### config.mk
export PLATFORM = sky130hd
export DESIGN_NAME = base11_add_sub_compare_top
export DESIGN_NICKNAME = d
export VERILOG_FILES = /design/src/hw/rtl/b11_pkg.sv /design/src/hw/rtl/b11_alu.sv /design/src/hw/rtl/base11_add_sub_compare_top.sv
export SDC_FILE = /design/constraint.sdc
export NUM_CORES = 1
export LEC_CHECK = 0
export BUFFER_PORTS_ARGS = -buffer_cell sky130_fd_sc_hd__clkbuf_2
export CAP_MARGIN = 5
export CORE_ASPECT_RATIO = 0.5
export CORE_MARGIN = 2
export CORE_UTILIZATION = 35
export DETAILED_ROUTE_END_ITERATION = 10
export PLACE_DENSITY = 0.49
export SLEW_MARGIN = 20
export SYNTH_ARGS = -nofsm -noshare
export SYNTH_HDL_FRONTEND = slang
export SYNTH_SLANG_ARGS = --single-unit
### constraint.sdc
create_clock -name clk -period 8.3 [get_ports clk]
set_clock_uncertainty 0.1 [all_clocks]
set_input_delay 2.49 -clock clk [delete_from_list [all_inputs] [get_ports clk]]
set_output_delay 2.49 -clock clk [all_outputs]
set_load 0.01 [all_outputs]
### src/hw/rtl/b11_pkg.sv
// Package for the base-11 add, subtract and compare unit: sizes, codes, result type and helpers.
package b11_pkg;

    // Operand geometry.
    localparam int DIGITS  = 16;
    localparam int DIGIT_W = 4;
    localparam int WORD_W  = 64;
    localparam int LEN_W   = 5;
    localparam int LEVELS  = (DIGITS > 1) ? $clog2(DIGITS) : 1;

    // Radix and the largest legal digit.
    localparam logic [DIGIT_W:0]   RADIX     = 11;
    localparam logic [DIGIT_W-1:0] MAX_DIGIT = 10;

    typedef enum logic [1:0] {
        OP_ADD = 2'd0,
        OP_SUB = 2'd1,
        OP_CMP = 2'd2
    } op_t;

    typedef enum logic [1:0] {
        ST_OK        = 2'd0,
        ST_UNDERFLOW = 2'd1,
        ST_INVALID   = 2'd2
    } status_t;

    // Everything the arithmetic unit produces for one item.
    typedef struct packed {
        logic [WORD_W-1:0] result_digits;
        logic              carry_digit;
        logic [LEN_W-1:0]  result_length;
        logic              is_less;
        logic              is_equal;
        logic              is_greater;
        status_t           status;
    } alu_res_t;

    // Digit count with leading zeros trimmed, never below one.
    function automatic logic [LEN_W-1:0] trim_length(input logic [WORD_W-1:0] word);
        logic [LEN_W-1:0] len;
        len = LEN_W'(1);
        for (int i = 0; i < DIGITS; i++)
        begin
            if (word[DIGIT_W*i +: DIGIT_W] != '0)
            begin
                len = LEN_W'(i + 1);
            end
        end
        return len;
    endfunction

endpackage

### src/hw/rtl/b11_alu.sv
// Combinational base-11 adder, subtractor and comparator with a parallel-prefix carry network.
module b11_alu (
    input  logic [1:0]                 opcode,
    input  logic [b11_pkg::WORD_W-1:0] a_digits,
    input  logic [b11_pkg::WORD_W-1:0] b_digits,
    output b11_pkg::alu_res_t          res
);
    import b11_pkg::*;

    // Generate and propagate per prefix level, for the sum and for the difference.
    logic [DIGITS-1:0] add_g [LEVELS+1];
    logic [DIGITS-1:0] add_p [LEVELS+1];
    logic [DIGITS-1:0] sub_g [LEVELS+1];
    logic [DIGITS-1:0] sub_p [LEVELS+1];
    logic              bad_digit;
    logic [WORD_W-1:0] sum_word;
    logic [WORD_W-1:0] dif_word;
    logic              sum_carry;
    logic              a_less;
    logic              a_equal;

    // Digit-level generate and propagate, then a Kogge-Stone prefix over the digits.
    always_comb
    begin
        logic [DIGIT_W-1:0] da;
        logic [DIGIT_W-1:0] db;
        int                 span;
        bad_digit = 1'b0;
        for (int i = 0; i < DIGITS; i++)
        begin
            da = a_digits[DIGIT_W*i +: DIGIT_W];
            db = b_digits[DIGIT_W*i +: DIGIT_W];
            if (da > MAX_DIGIT || db > MAX_DIGIT)
            begin
                bad_digit = 1'b1;
            end
            add_g[0][i] = ((DIGIT_W+1)'(da) + (DIGIT_W+1)'(db)) >= RADIX;
            add_p[0][i] = ((DIGIT_W+1)'(da) + (DIGIT_W+1)'(db)) == (DIGIT_W+1)'(MAX_DIGIT);
            sub_g[0][i] = da < db;
            sub_p[0][i] = da == db;
        end
        for (int lvl = 0; lvl < LEVELS; lvl++)
        begin
            span = 1 << lvl;
            for (int i = 0; i < DIGITS; i++)
            begin
                if (i >= span)
                begin
                    add_g[lvl+1][i] = add_g[lvl][i] | (add_p[lvl][i] & add_g[lvl][i-span]);
                    add_p[lvl+1][i] = add_p[lvl][i] & add_p[lvl][i-span];
                    sub_g[lvl+1][i] = sub_g[lvl][i] | (sub_p[lvl][i] & sub_g[lvl][i-span]);
                    sub_p[lvl+1][i] = sub_p[lvl][i] & sub_p[lvl][i-span];
                end
                else
                begin
                    add_g[lvl+1][i] = add_g[lvl][i];
                    add_p[lvl+1][i] = add_p[lvl][i];
                    sub_g[lvl+1][i] = sub_g[lvl][i];
                    sub_p[lvl+1][i] = sub_p[lvl][i];
                end
            end
        end
    end

    // Carry out of the top digit, and the comparison taken from the final borrow.
    assign sum_carry = add_g[LEVELS][DIGITS-1];
    assign a_less    = sub_g[LEVELS][DIGITS-1];
    assign a_equal   = &sub_p[0];

    // Result digits: each digit uses the carry or borrow coming in from below.
    always_comb
    begin
        logic [DIGIT_W:0] da_x;
        logic [DIGIT_W:0] db_x;
        logic [DIGIT_W:0] sum_raw;
        logic [DIGIT_W:0] sub_in;
        logic             cin;
        logic             bin;
        sum_word = '0;
        dif_word = '0;
        for (int i = 0; i < DIGITS; i++)
        begin
            da_x = (DIGIT_W+1)'(a_digits[DIGIT_W*i +: DIGIT_W]);
            db_x = (DIGIT_W+1)'(b_digits[DIGIT_W*i +: DIGIT_W]);
            cin  = (i == 0) ? 1'b0 : add_g[LEVELS][i-1];
            bin  = (i == 0) ? 1'b0 : sub_g[LEVELS][i-1];
            sum_raw = da_x + db_x + (DIGIT_W+1)'(cin);
            if (sum_raw >= RADIX)
            begin
                sum_raw = sum_raw - RADIX;
            end
            sum_word[DIGIT_W*i +: DIGIT_W] = sum_raw[DIGIT_W-1:0];
            sub_in = db_x + (DIGIT_W+1)'(bin);
            if (da_x < sub_in)
            begin
                dif_word[DIGIT_W*i +: DIGIT_W] = DIGIT_W'(da_x + RADIX - sub_in);
            end
            else
            begin
                dif_word[DIGIT_W*i +: DIGIT_W] = DIGIT_W'(da_x - sub_in);
            end
        end
    end

    // Pick the result for the operation and apply the error cases.
    always_comb
    begin
        res.result_digits = '0;
        res.carry_digit   = 1'b0;
        res.result_length = LEN_W'(1);
        res.is_less       = a_less;
        res.is_equal      = a_equal;
        res.is_greater    = !a_less && !a_equal;
        res.status        = ST_OK;
        if (bad_digit)
        begin
            res.is_less    = 1'b0;
            res.is_equal   = 1'b0;
            res.is_greater = 1'b0;
            res.status     = ST_INVALID;
        end
        else
        begin
            case (op_t'(opcode))
                OP_ADD:
                begin
                    res.result_digits = sum_word;
                    res.carry_digit   = sum_carry;
                    res.result_length = sum_carry ? LEN_W'(DIGITS + 1) : trim_length(sum_word);
                end
                OP_SUB:
                begin
                    if (a_less)
                    begin
                        res.status = ST_UNDERFLOW;
                    end
                    else
                    begin
                        res.result_digits = dif_word;
                        res.result_length = trim_length(dif_word);
                    end
                end
                default:
                begin
                    // Compare only, and the unused opcode, keep the defaults.
                end
            endcase
        end
    end

endmodule

### src/hw/rtl/base11_add_sub_compare_top.sv
// Top level of the base-11 add, subtract and compare unit: input register, arithmetic, result register.
//
// The unit takes one operation per clock cycle while in_stall is low and passes each through the input
// register and then the result register, in order, one result per operation. Operands are sixteen
// base-11 digits, least significant digit lowest. Between the input register and the result register
// sits a parallel-prefix carry network over the digits, which sets the clock period. A result waiting in
// the output register under stall stops the next operation only once the input register is also full.
module base11_add_sub_compare_top (
    input  logic                       clk,
    input  logic                       rst_n,
    input  logic                       in_valid,
    output logic                       in_stall,
    input  logic [1:0]                 opcode,
    input  logic [b11_pkg::WORD_W-1:0] a_digits,
    input  logic [b11_pkg::WORD_W-1:0] b_digits,
    output logic                       out_valid,
    input  logic                       out_stall,
    output logic [b11_pkg::WORD_W-1:0] result_digits,
    output logic                       carry_digit,
    output logic [b11_pkg::LEN_W-1:0]  result_length,
    output logic                       is_less,
    output logic                       is_equal,
    output logic                       is_greater,
    output logic [1:0]                 status
);
    import b11_pkg::*;

    logic              in_valid_reg;
    logic              in_valid_next;
    logic [1:0]        op_reg;
    logic [WORD_W-1:0] a_reg;
    logic [WORD_W-1:0] b_reg;
    logic              out_valid_reg;
    logic              out_valid_next;
    alu_res_t          res_reg;
    alu_res_t          alu_res;
    logic              out_advance;
    logic              in_take;

    // The result register moves when it is empty or its transfer completes.
    assign out_advance = !out_valid_reg || !out_stall;
    assign in_stall    = in_valid_reg && !out_advance;
    assign in_take     = in_valid && !in_stall;

    always_comb
    begin
        in_valid_next  = in_stall ? in_valid_reg : in_valid;
        out_valid_next = out_advance ? in_valid_reg : out_valid_reg;
    end

    // Valid flags of both registers.
    always_ff @(posedge clk or negedge rst_n)
    begin
        if (!rst_n)
        begin
            in_valid_reg  <= 1'b0;
            out_valid_reg <= 1'b0;
        end
        else
        begin
            in_valid_reg  <= in_valid_next;
            out_valid_reg <= out_valid_next;
        end
    end

    // Operand register, loaded on each input transfer.
    always_ff @(posedge clk)
    begin
        if (in_take)
        begin
            op_reg <= opcode;
            a_reg  <= a_digits;
            b_reg  <= b_digits;
        end
    end

    b11_alu u_alu (
        .opcode   (op_reg),
        .a_digits (a_reg),
        .b_digits (b_reg),
        .res      (alu_res)
    );

    // Result register, loaded when an operand is present and the output can move.
    always_ff @(posedge clk)
    begin
        if (out_advance && in_valid_reg)
        begin
            res_reg <= alu_res;
        end
    end

    // Output drive.
    assign out_valid     = out_valid_reg;
    assign result_digits = res_reg.result_digits;
    assign carry_digit   = res_reg.carry_digit;
    assign result_length = res_reg.result_length;
    assign is_less       = res_reg.is_less;
    assign is_equal      = res_reg.is_equal;
    assign is_greater    = res_reg.is_greater;
    assign status        = res_reg.status;

    // An operand that leaves the input register always lands in the result register.
    a_pipe_moves: assert property (@(posedge clk) disable iff (!rst_n)
        in_valid_reg && !in_stall |=> out_valid)
        else $error("operand lost between input and result register");

    // Valid operands give exactly one comparison flag.
    a_flags_onehot: assert property (@(posedge clk) disable iff (!rst_n)
        out_valid && status != ST_INVALID |-> $onehot({is_less, is_equal, is_greater}))
        else $error("comparison flags not one-hot");

    // Invalid digits clear the result.
    a_invalid_clear: assert property (@(posedge clk) disable iff (!rst_n)
        out_valid && status == ST_INVALID |->
            result_digits == '0 && result_length == LEN_W'(1) && !carry_digit)
        else $error("invalid-digit result not cleared");

    // A carry digit makes the result one digit longer than the operands.
    a_carry_length: assert property (@(posedge clk) disable iff (!rst_n)
        out_valid && carry_digit |-> result_length == LEN_W'(DIGITS + 1))
        else $error("carry digit with wrong length");

    // Underflow only when the first operand is the smaller.
    a_underflow_less: assert property (@(posedge clk) disable iff (!rst_n)
        out_valid && status == ST_UNDERFLOW |-> is_less && result_digits == '0)
        else $error("underflow status without less flag");

endmodule

; Yosys cells after proc, flatten, opt, wreduce, memory -nomap -nowiden
; Index checks and enable logic that the tools add are counted.
[totals]
reg_bits = 207
input_bits = 134
output_inout_bits = 77
elab_cells = 662
[op_classes]
n_addsub = 110
order_cmp = 95
eq_ne = 32
muxes = 85
bitwise_logic = 266
reduce_logical = 61
[op_table]
columns = op, count
row1 = two-way mux 4 bit, 48
row2 = AND 1 bit, 166
row3 = greater-or-equal comparator 5 x 4 -> 1 bit (second input constant), 31
row4 = greater-than comparator 4 bit (second input constant), 32
row5 = case mux 64 bit (2 select lines), 1
row6 = subtractor 4 bit, 32
row7 = nonzero test 4 bit, 30
row8 = bitwise OR 1 bit, 98
row9 = adder 4 x 4 -> 5 bit, 16
row10 = adder 4 x 1 -> 5 bit, 15
row11 = adder 5 x 1 -> 5 bit, 15
row12 = == test 5 x 4 -> 1 bit (second input constant), 15
row13 = < comparator 4 x 5 -> 1 bit, 15
row14 = < comparator 4 bit, 17
row15 = adder 4 bit (second input constant), 16
row16 = == test 4 bit, 16
row17 = two-way mux 64 bit, 1
row18 = subtractor 4 bit (second input constant), 16
row19 = two-way mux 3 bit, 8
row20 = two-way mux 5 bit, 4
row21 = logical OR 1 bit, 17
row22 = two-way mux 1 bit, 17
row23 = AND reduction 16 bit, 1
row24 = two-way mux 2 bit, 5
row25 = 7 further kinds, 17

; Longest topological paths before layout
[logic_depth]
ltp_word = 24
ltp_mapped = 32

; By module
; From an unflattened synthesis, not the netlist that was laid out.
[unflattened]
cells_unflattened = 2264
hier_area_um2 = 21384.3
[by_module_without_submodules]
columns = module, instances, cells_each, area_per_inst_um2
row1 = b11_alu, 1, 2051, 15135.8
row2 = base11_add_sub_compare_top, 1, 213, 6248.5

; Least setup slack after synthesis
; Ideal clock, no wire load.
[synth_path]
kind = input-to-reg
startpoint = in out_stall
endpoint = reg res_reg (netlist bit carry_digit), enable pin
t_arrival_ps = 7917
t_required_ps = 7577
path_slack_ps = -340
cell_stages = 1
cell_sequence = a21boi_0
[synth_via]
elab_chain_cells = 3
[synth_lines]
columns = item, line
row1 = start: declaration, base11_add_sub_compare_top.sv:17  ; input logic out_stall,
row2 = zero test 1 bit, base11_add_sub_compare_top.sv:41  ; assign out_advance = !out_valid_reg || !out_stall;
row3 = logical OR 1 bit, base11_add_sub_compare_top.sv:41
row4 = logical AND 1 bit, base11_add_sub_compare_top.sv:87  ; if (out_advance && in_valid_reg)
row5 = end signal: assignment, base11_add_sub_compare_top.sv:89  ; res_reg <= alu_res;
row6 = end: declaration, base11_add_sub_compare_top.sv:35  ; alu_res_t res_reg;
; Every way passes these cells.
; A chain may end at the register's enable or synchronous reset.

; Worst setup path after layout
[layout_path]
startpoint = reg a_reg[0]
endpoint = reg res_reg (netlist bit result_length[2]), data pin
[layout_via]
elab_chain_cells = 24
[layout_lines]
columns = item, line
row1 = start: declaration, base11_add_sub_compare_top.sv:31  ; logic [WORD_W-1:0] a_reg;
row2 = start signal: assignment, base11_add_sub_compare_top.sv:72  ; a_reg <= a_digits;
row3 = adder 4 x 4 -> 5 bit, b11_alu.sv:37  ; add_g[0][i] = ((DIGIT_W+1)'(da) + (DIGIT_W+1)'(db)) >= RADIX;
row4 = greater-or-equal comparator 5 x 4 -> 1 bit, b11_alu.sv:37
row5 = AND 1 bit, b11_alu.sv:49  ; add_g[lvl+1][i] = add_g[lvl][i] | (add_p[lvl][i] & add_g[lvl][i-span]);
row6 = bitwise OR 1 bit, b11_alu.sv:49
row7 = AND 1 bit, b11_alu.sv:49
row8 = bitwise OR 1 bit, b11_alu.sv:49
row9 = adder 5 x 1 -> 5 bit, b11_alu.sv:87  ; sum_raw = da_x + db_x + (DIGIT_W+1)'(cin);
row10 = subtractor 4 bit / greater-or-equal comparator 5 x 4 -> 1 bit (equally long branches), "b11_alu.sv:90, b11_alu.sv:88"
row11 = two-way mux 4 bit, b11_alu.sv:88  ; if (sum_raw >= RADIX)
row12 = nonzero test 4 bit, b11_pkg.sv:44  ; if (word[DIGIT_W*i +: DIGIT_W] != '0)
row13 = two-way mux 3 bit (3 in series), b11_pkg.sv:44
row14 = two-way mux 4 bit (8 in series), b11_pkg.sv:44
row15 = two-way mux 5 bit, b11_pkg.sv:44
row16 = two-way mux 5 bit, b11_alu.sv:129  ; res.result_length = sum_carry ? LEN_W'(DIGITS + 1) : trim_length(sum_word);
row17 = case mux 5 bit (2 select lines), b11_alu.sv:124  ; case (op_t'(opcode))
; Several ways; a longest one is shown, not always the timed one.

==> results.yml <==
setup_path:
  cp_data_arrival_time_ns: 7.80
  crit_path_end_kind: "register"
  critical_path.max_stage_delay_ns: 0.59
  critPathMaxFanout: 6
  r2r_setup_slack_ns: 0.70
  critPathMostFrequentCell: "ha_1"
  crit_required_ns: 8.50
  cp_slowest_cell: "a311oi_1"
  cp-start-kind: "register"
  worst-setup-path-type: "register to register"
finish:
  area_delta_synth_final_pct: 13.1
  fin_area_um2: 24000
  drive_gt1_share_pct: 12.1
  fin_nets: 2953
  fin_util_pct: 40.3
sta:
  hold_viol: 0
  min_period_ns: 7.60
  report.final.slew_viol_count: 0
  clock.fmax_mhz: 132
  tightest_slew_ns: 1.03
  setup_slack_ns: 0.699
  setup_viol: 0
  fin_tns_setup_ns: 0
  rsz0062_at_grt: "false"
  max_slew_margin_pct: 30.1
  final.period_utilization_pct: 91.6
synth:
  yosys.area_share.simple_pct: 14.8
  postSynth.asyncResetShare_pct: 0.966
  synth-adder-area-share_pct: 24.5
  ys_types: 85
  synth_area_um2: 21200
  yosys_register_bits: 207
  syn-instance-count: 2228
  yosysWarningCount: 0
  synth_enable_flop_cells: 205
  synth_nets: 2738
  synth_seq_area_share_pct: 29.3
  avgSynthCellArea_um2: 9.50
  synth_xor_area_share_pct: 8.83
  synth_ff_type: "edfxtp_1"
  synth_top_family_by_area: "adder cells"
  synthMuxAreaShare_pct: 2.69
  synth_compound_area_share_pct: 15.0
global_route:
  track_usage_pct: 20.0
  grt_pass1_wl_um: 96300
  grt_pass1_vias: 16800
  grt_overflow: 0
  grt_max_degree: 64
  antenna_found_initial: 0
pwr:
  p_total_mw: 4.78
  powerDensity_nw_per_um2: 200
  leakagePower_nw: 10.3
  ir_drop_v: 0.000136
routing:
  drt_iter0_drc: 1007
  vias: 17000
  routed_wl_um: 62700
  wl_per_cell_um: 19.2
  vias_per_cell: 5.18
  drc_errors: 0
  drt_first_pass_iters: 5
  ant_nets: 0
placed_design:
  portBuffers: 210
  hpwlAfterDp_um: 50800
  place.gp.congestion: 0.912
  pre_cts_ws_ns: 0.808
  placed_area_um2: 23200
floorplan:
  io_pins: 211
  fp.coreArea_um2: 59500
  num_rows: 63
  start_util_pct: 35.6
  die-area_um2: 62600
  die_width_um: 352
  die_height_um: 178
clock_network:
  cts_setup_buffers: 0
  cts_max_level: 1
  cts_buffers: 23
  clockBufferDepth: 3
  post_cts_resize_count: 0
  clkLatencyLatePin_ns: 0.57
  path_clk_slew_ns: 0.06
  cts_sinks: 207
  hold_buffers: 0
  cts_tree: "yes"
  cts_root_buf: "clkbuf_16"
status:
  status: "finished clean"
min_path:
  min_path_type: "register to register"
job:
  cap_violations: 0
-- metal layers --
metal | up-vias | part of all wire [%] | GRT usage (%)
li1 | 8399 | - | -
met1 | 8238 | 48 | 27.6
met2 | 270 | 47 | 33.7
met3 | 43 | 4.7 | 3.37
met4 | 0 | 1.1 | 2.37
met5 | - | 0 | 0
-- critical path, delay by kind of cell, from the launching register on --
kind                       cells  cell delay, ns
AOI/OAI and AO/OA             13            3.36
adders and majority gates      6            1.84
DFF                            1            0.43
and+or+nand+nor                8            1.59
-- kinds of logic (layout without fill, tap and decap cells) --
kind of cell	Yosys count	count (layout)
other cells	0	1
simple gates	611	611
fa+ha+maj	376	376
buf+inv	274	504
flops	207	207
mux	55	55
compound gates	497	497
xor+xnor	208	208
-- synthesized netlist by cell type, drive strengths merged, types with 18 or more instances --
cell	instances	area [µm²]
ha	312	3900
inv	241	905
edfxtp	205	6160
a21oi	173	866
nor2	171	642
xnor2	118	1030
nand2	109	409
xor2	87	769
nand3	72	360
o21ai	67	335
fa	64	1280
mux2i	51	510
o22ai	38	238
a22oi	37	278
nand2b	37	231
nor3	30	150
a21o	29	218
nor2b	29	181
clkbuf	28	105
nand4	22	138
o21bai	21	158
nor3b	20	155
or2	20	125
a31oi	19	119
and2	18	113
-- final timing paths --
| kind | start | to | depth (start not counted) |
|---|---|---|---|
| max | a_reg[0] | result_length[2] | 27 |
| min | in_valid_reg | out_valid | 1 |
| max reg2reg | a_reg[0] | result_length[2] | 27 |
| min reg2reg | in_valid_reg | out_valid | 1 |
| max in group asynchronous | rst_n | out_valid | 1 |
| min in group asynchronous | rst_n | in_valid_reg | 1 |
-- cell type report --
| cell class | count | area, µm² |
|---|---|---|
| antenna | 1 | 2.50 |
| clock buffer | 28 | 594 |
| clock inverter | 12 | 116 |
| fill | 6013 | 35600 |
| inverter | 241 | 905 |
| multi-input combinational | 1747 | 14000 |
| sequential | 207 | 6210 |
| tap | 812 | 1020 |
| timing repair buffer | 223 | 1150 |
-- per-stage QoR --
step	instances	hold slack (ns)
finish	3271	0.390
global route	3270	0.410
CTS	3270	0.391
detailed placement	3230	0.376
global placement	3230	0.375
floorplan	2228	0.344
-- layout by cell type (no fill, tap or decap), drive strengths merged, types with 5 or more instances in the layout --
cell      n
buf      13
o21bai   21
nand3b   16
o21a     16
xnor2   118
nor4bb    7
nor4     13
nand2b   37
o21ai    67
and3     15
xor2     87
or3       9
o22a      8
o211ai   10
nor3     30
a21boi    6
a211oi    6
fa       64
nand2   109
nand3    72
nand4    22
clkbuf  238
nor4b     7
o22ai    38
and2     18
mux2i    51
nor3b    20
inv     245
nor2b    29
or2      20
a31oi    19
ha      312
edfxtp  205
a21o     29
a221oi    9
a22oi    37
nor2    171
clkinv    5
o31ai     7
a21oi   173
-- power breakdown --
group          leakage (nW)  internal (mW)  switching [mW]
sequential             2.02           1.23          0.0709
combinational          7.97           1.02            1.44
clock                 0.339          0.549           0.471
Note: power is estimated with default switching activity, not from simulation.
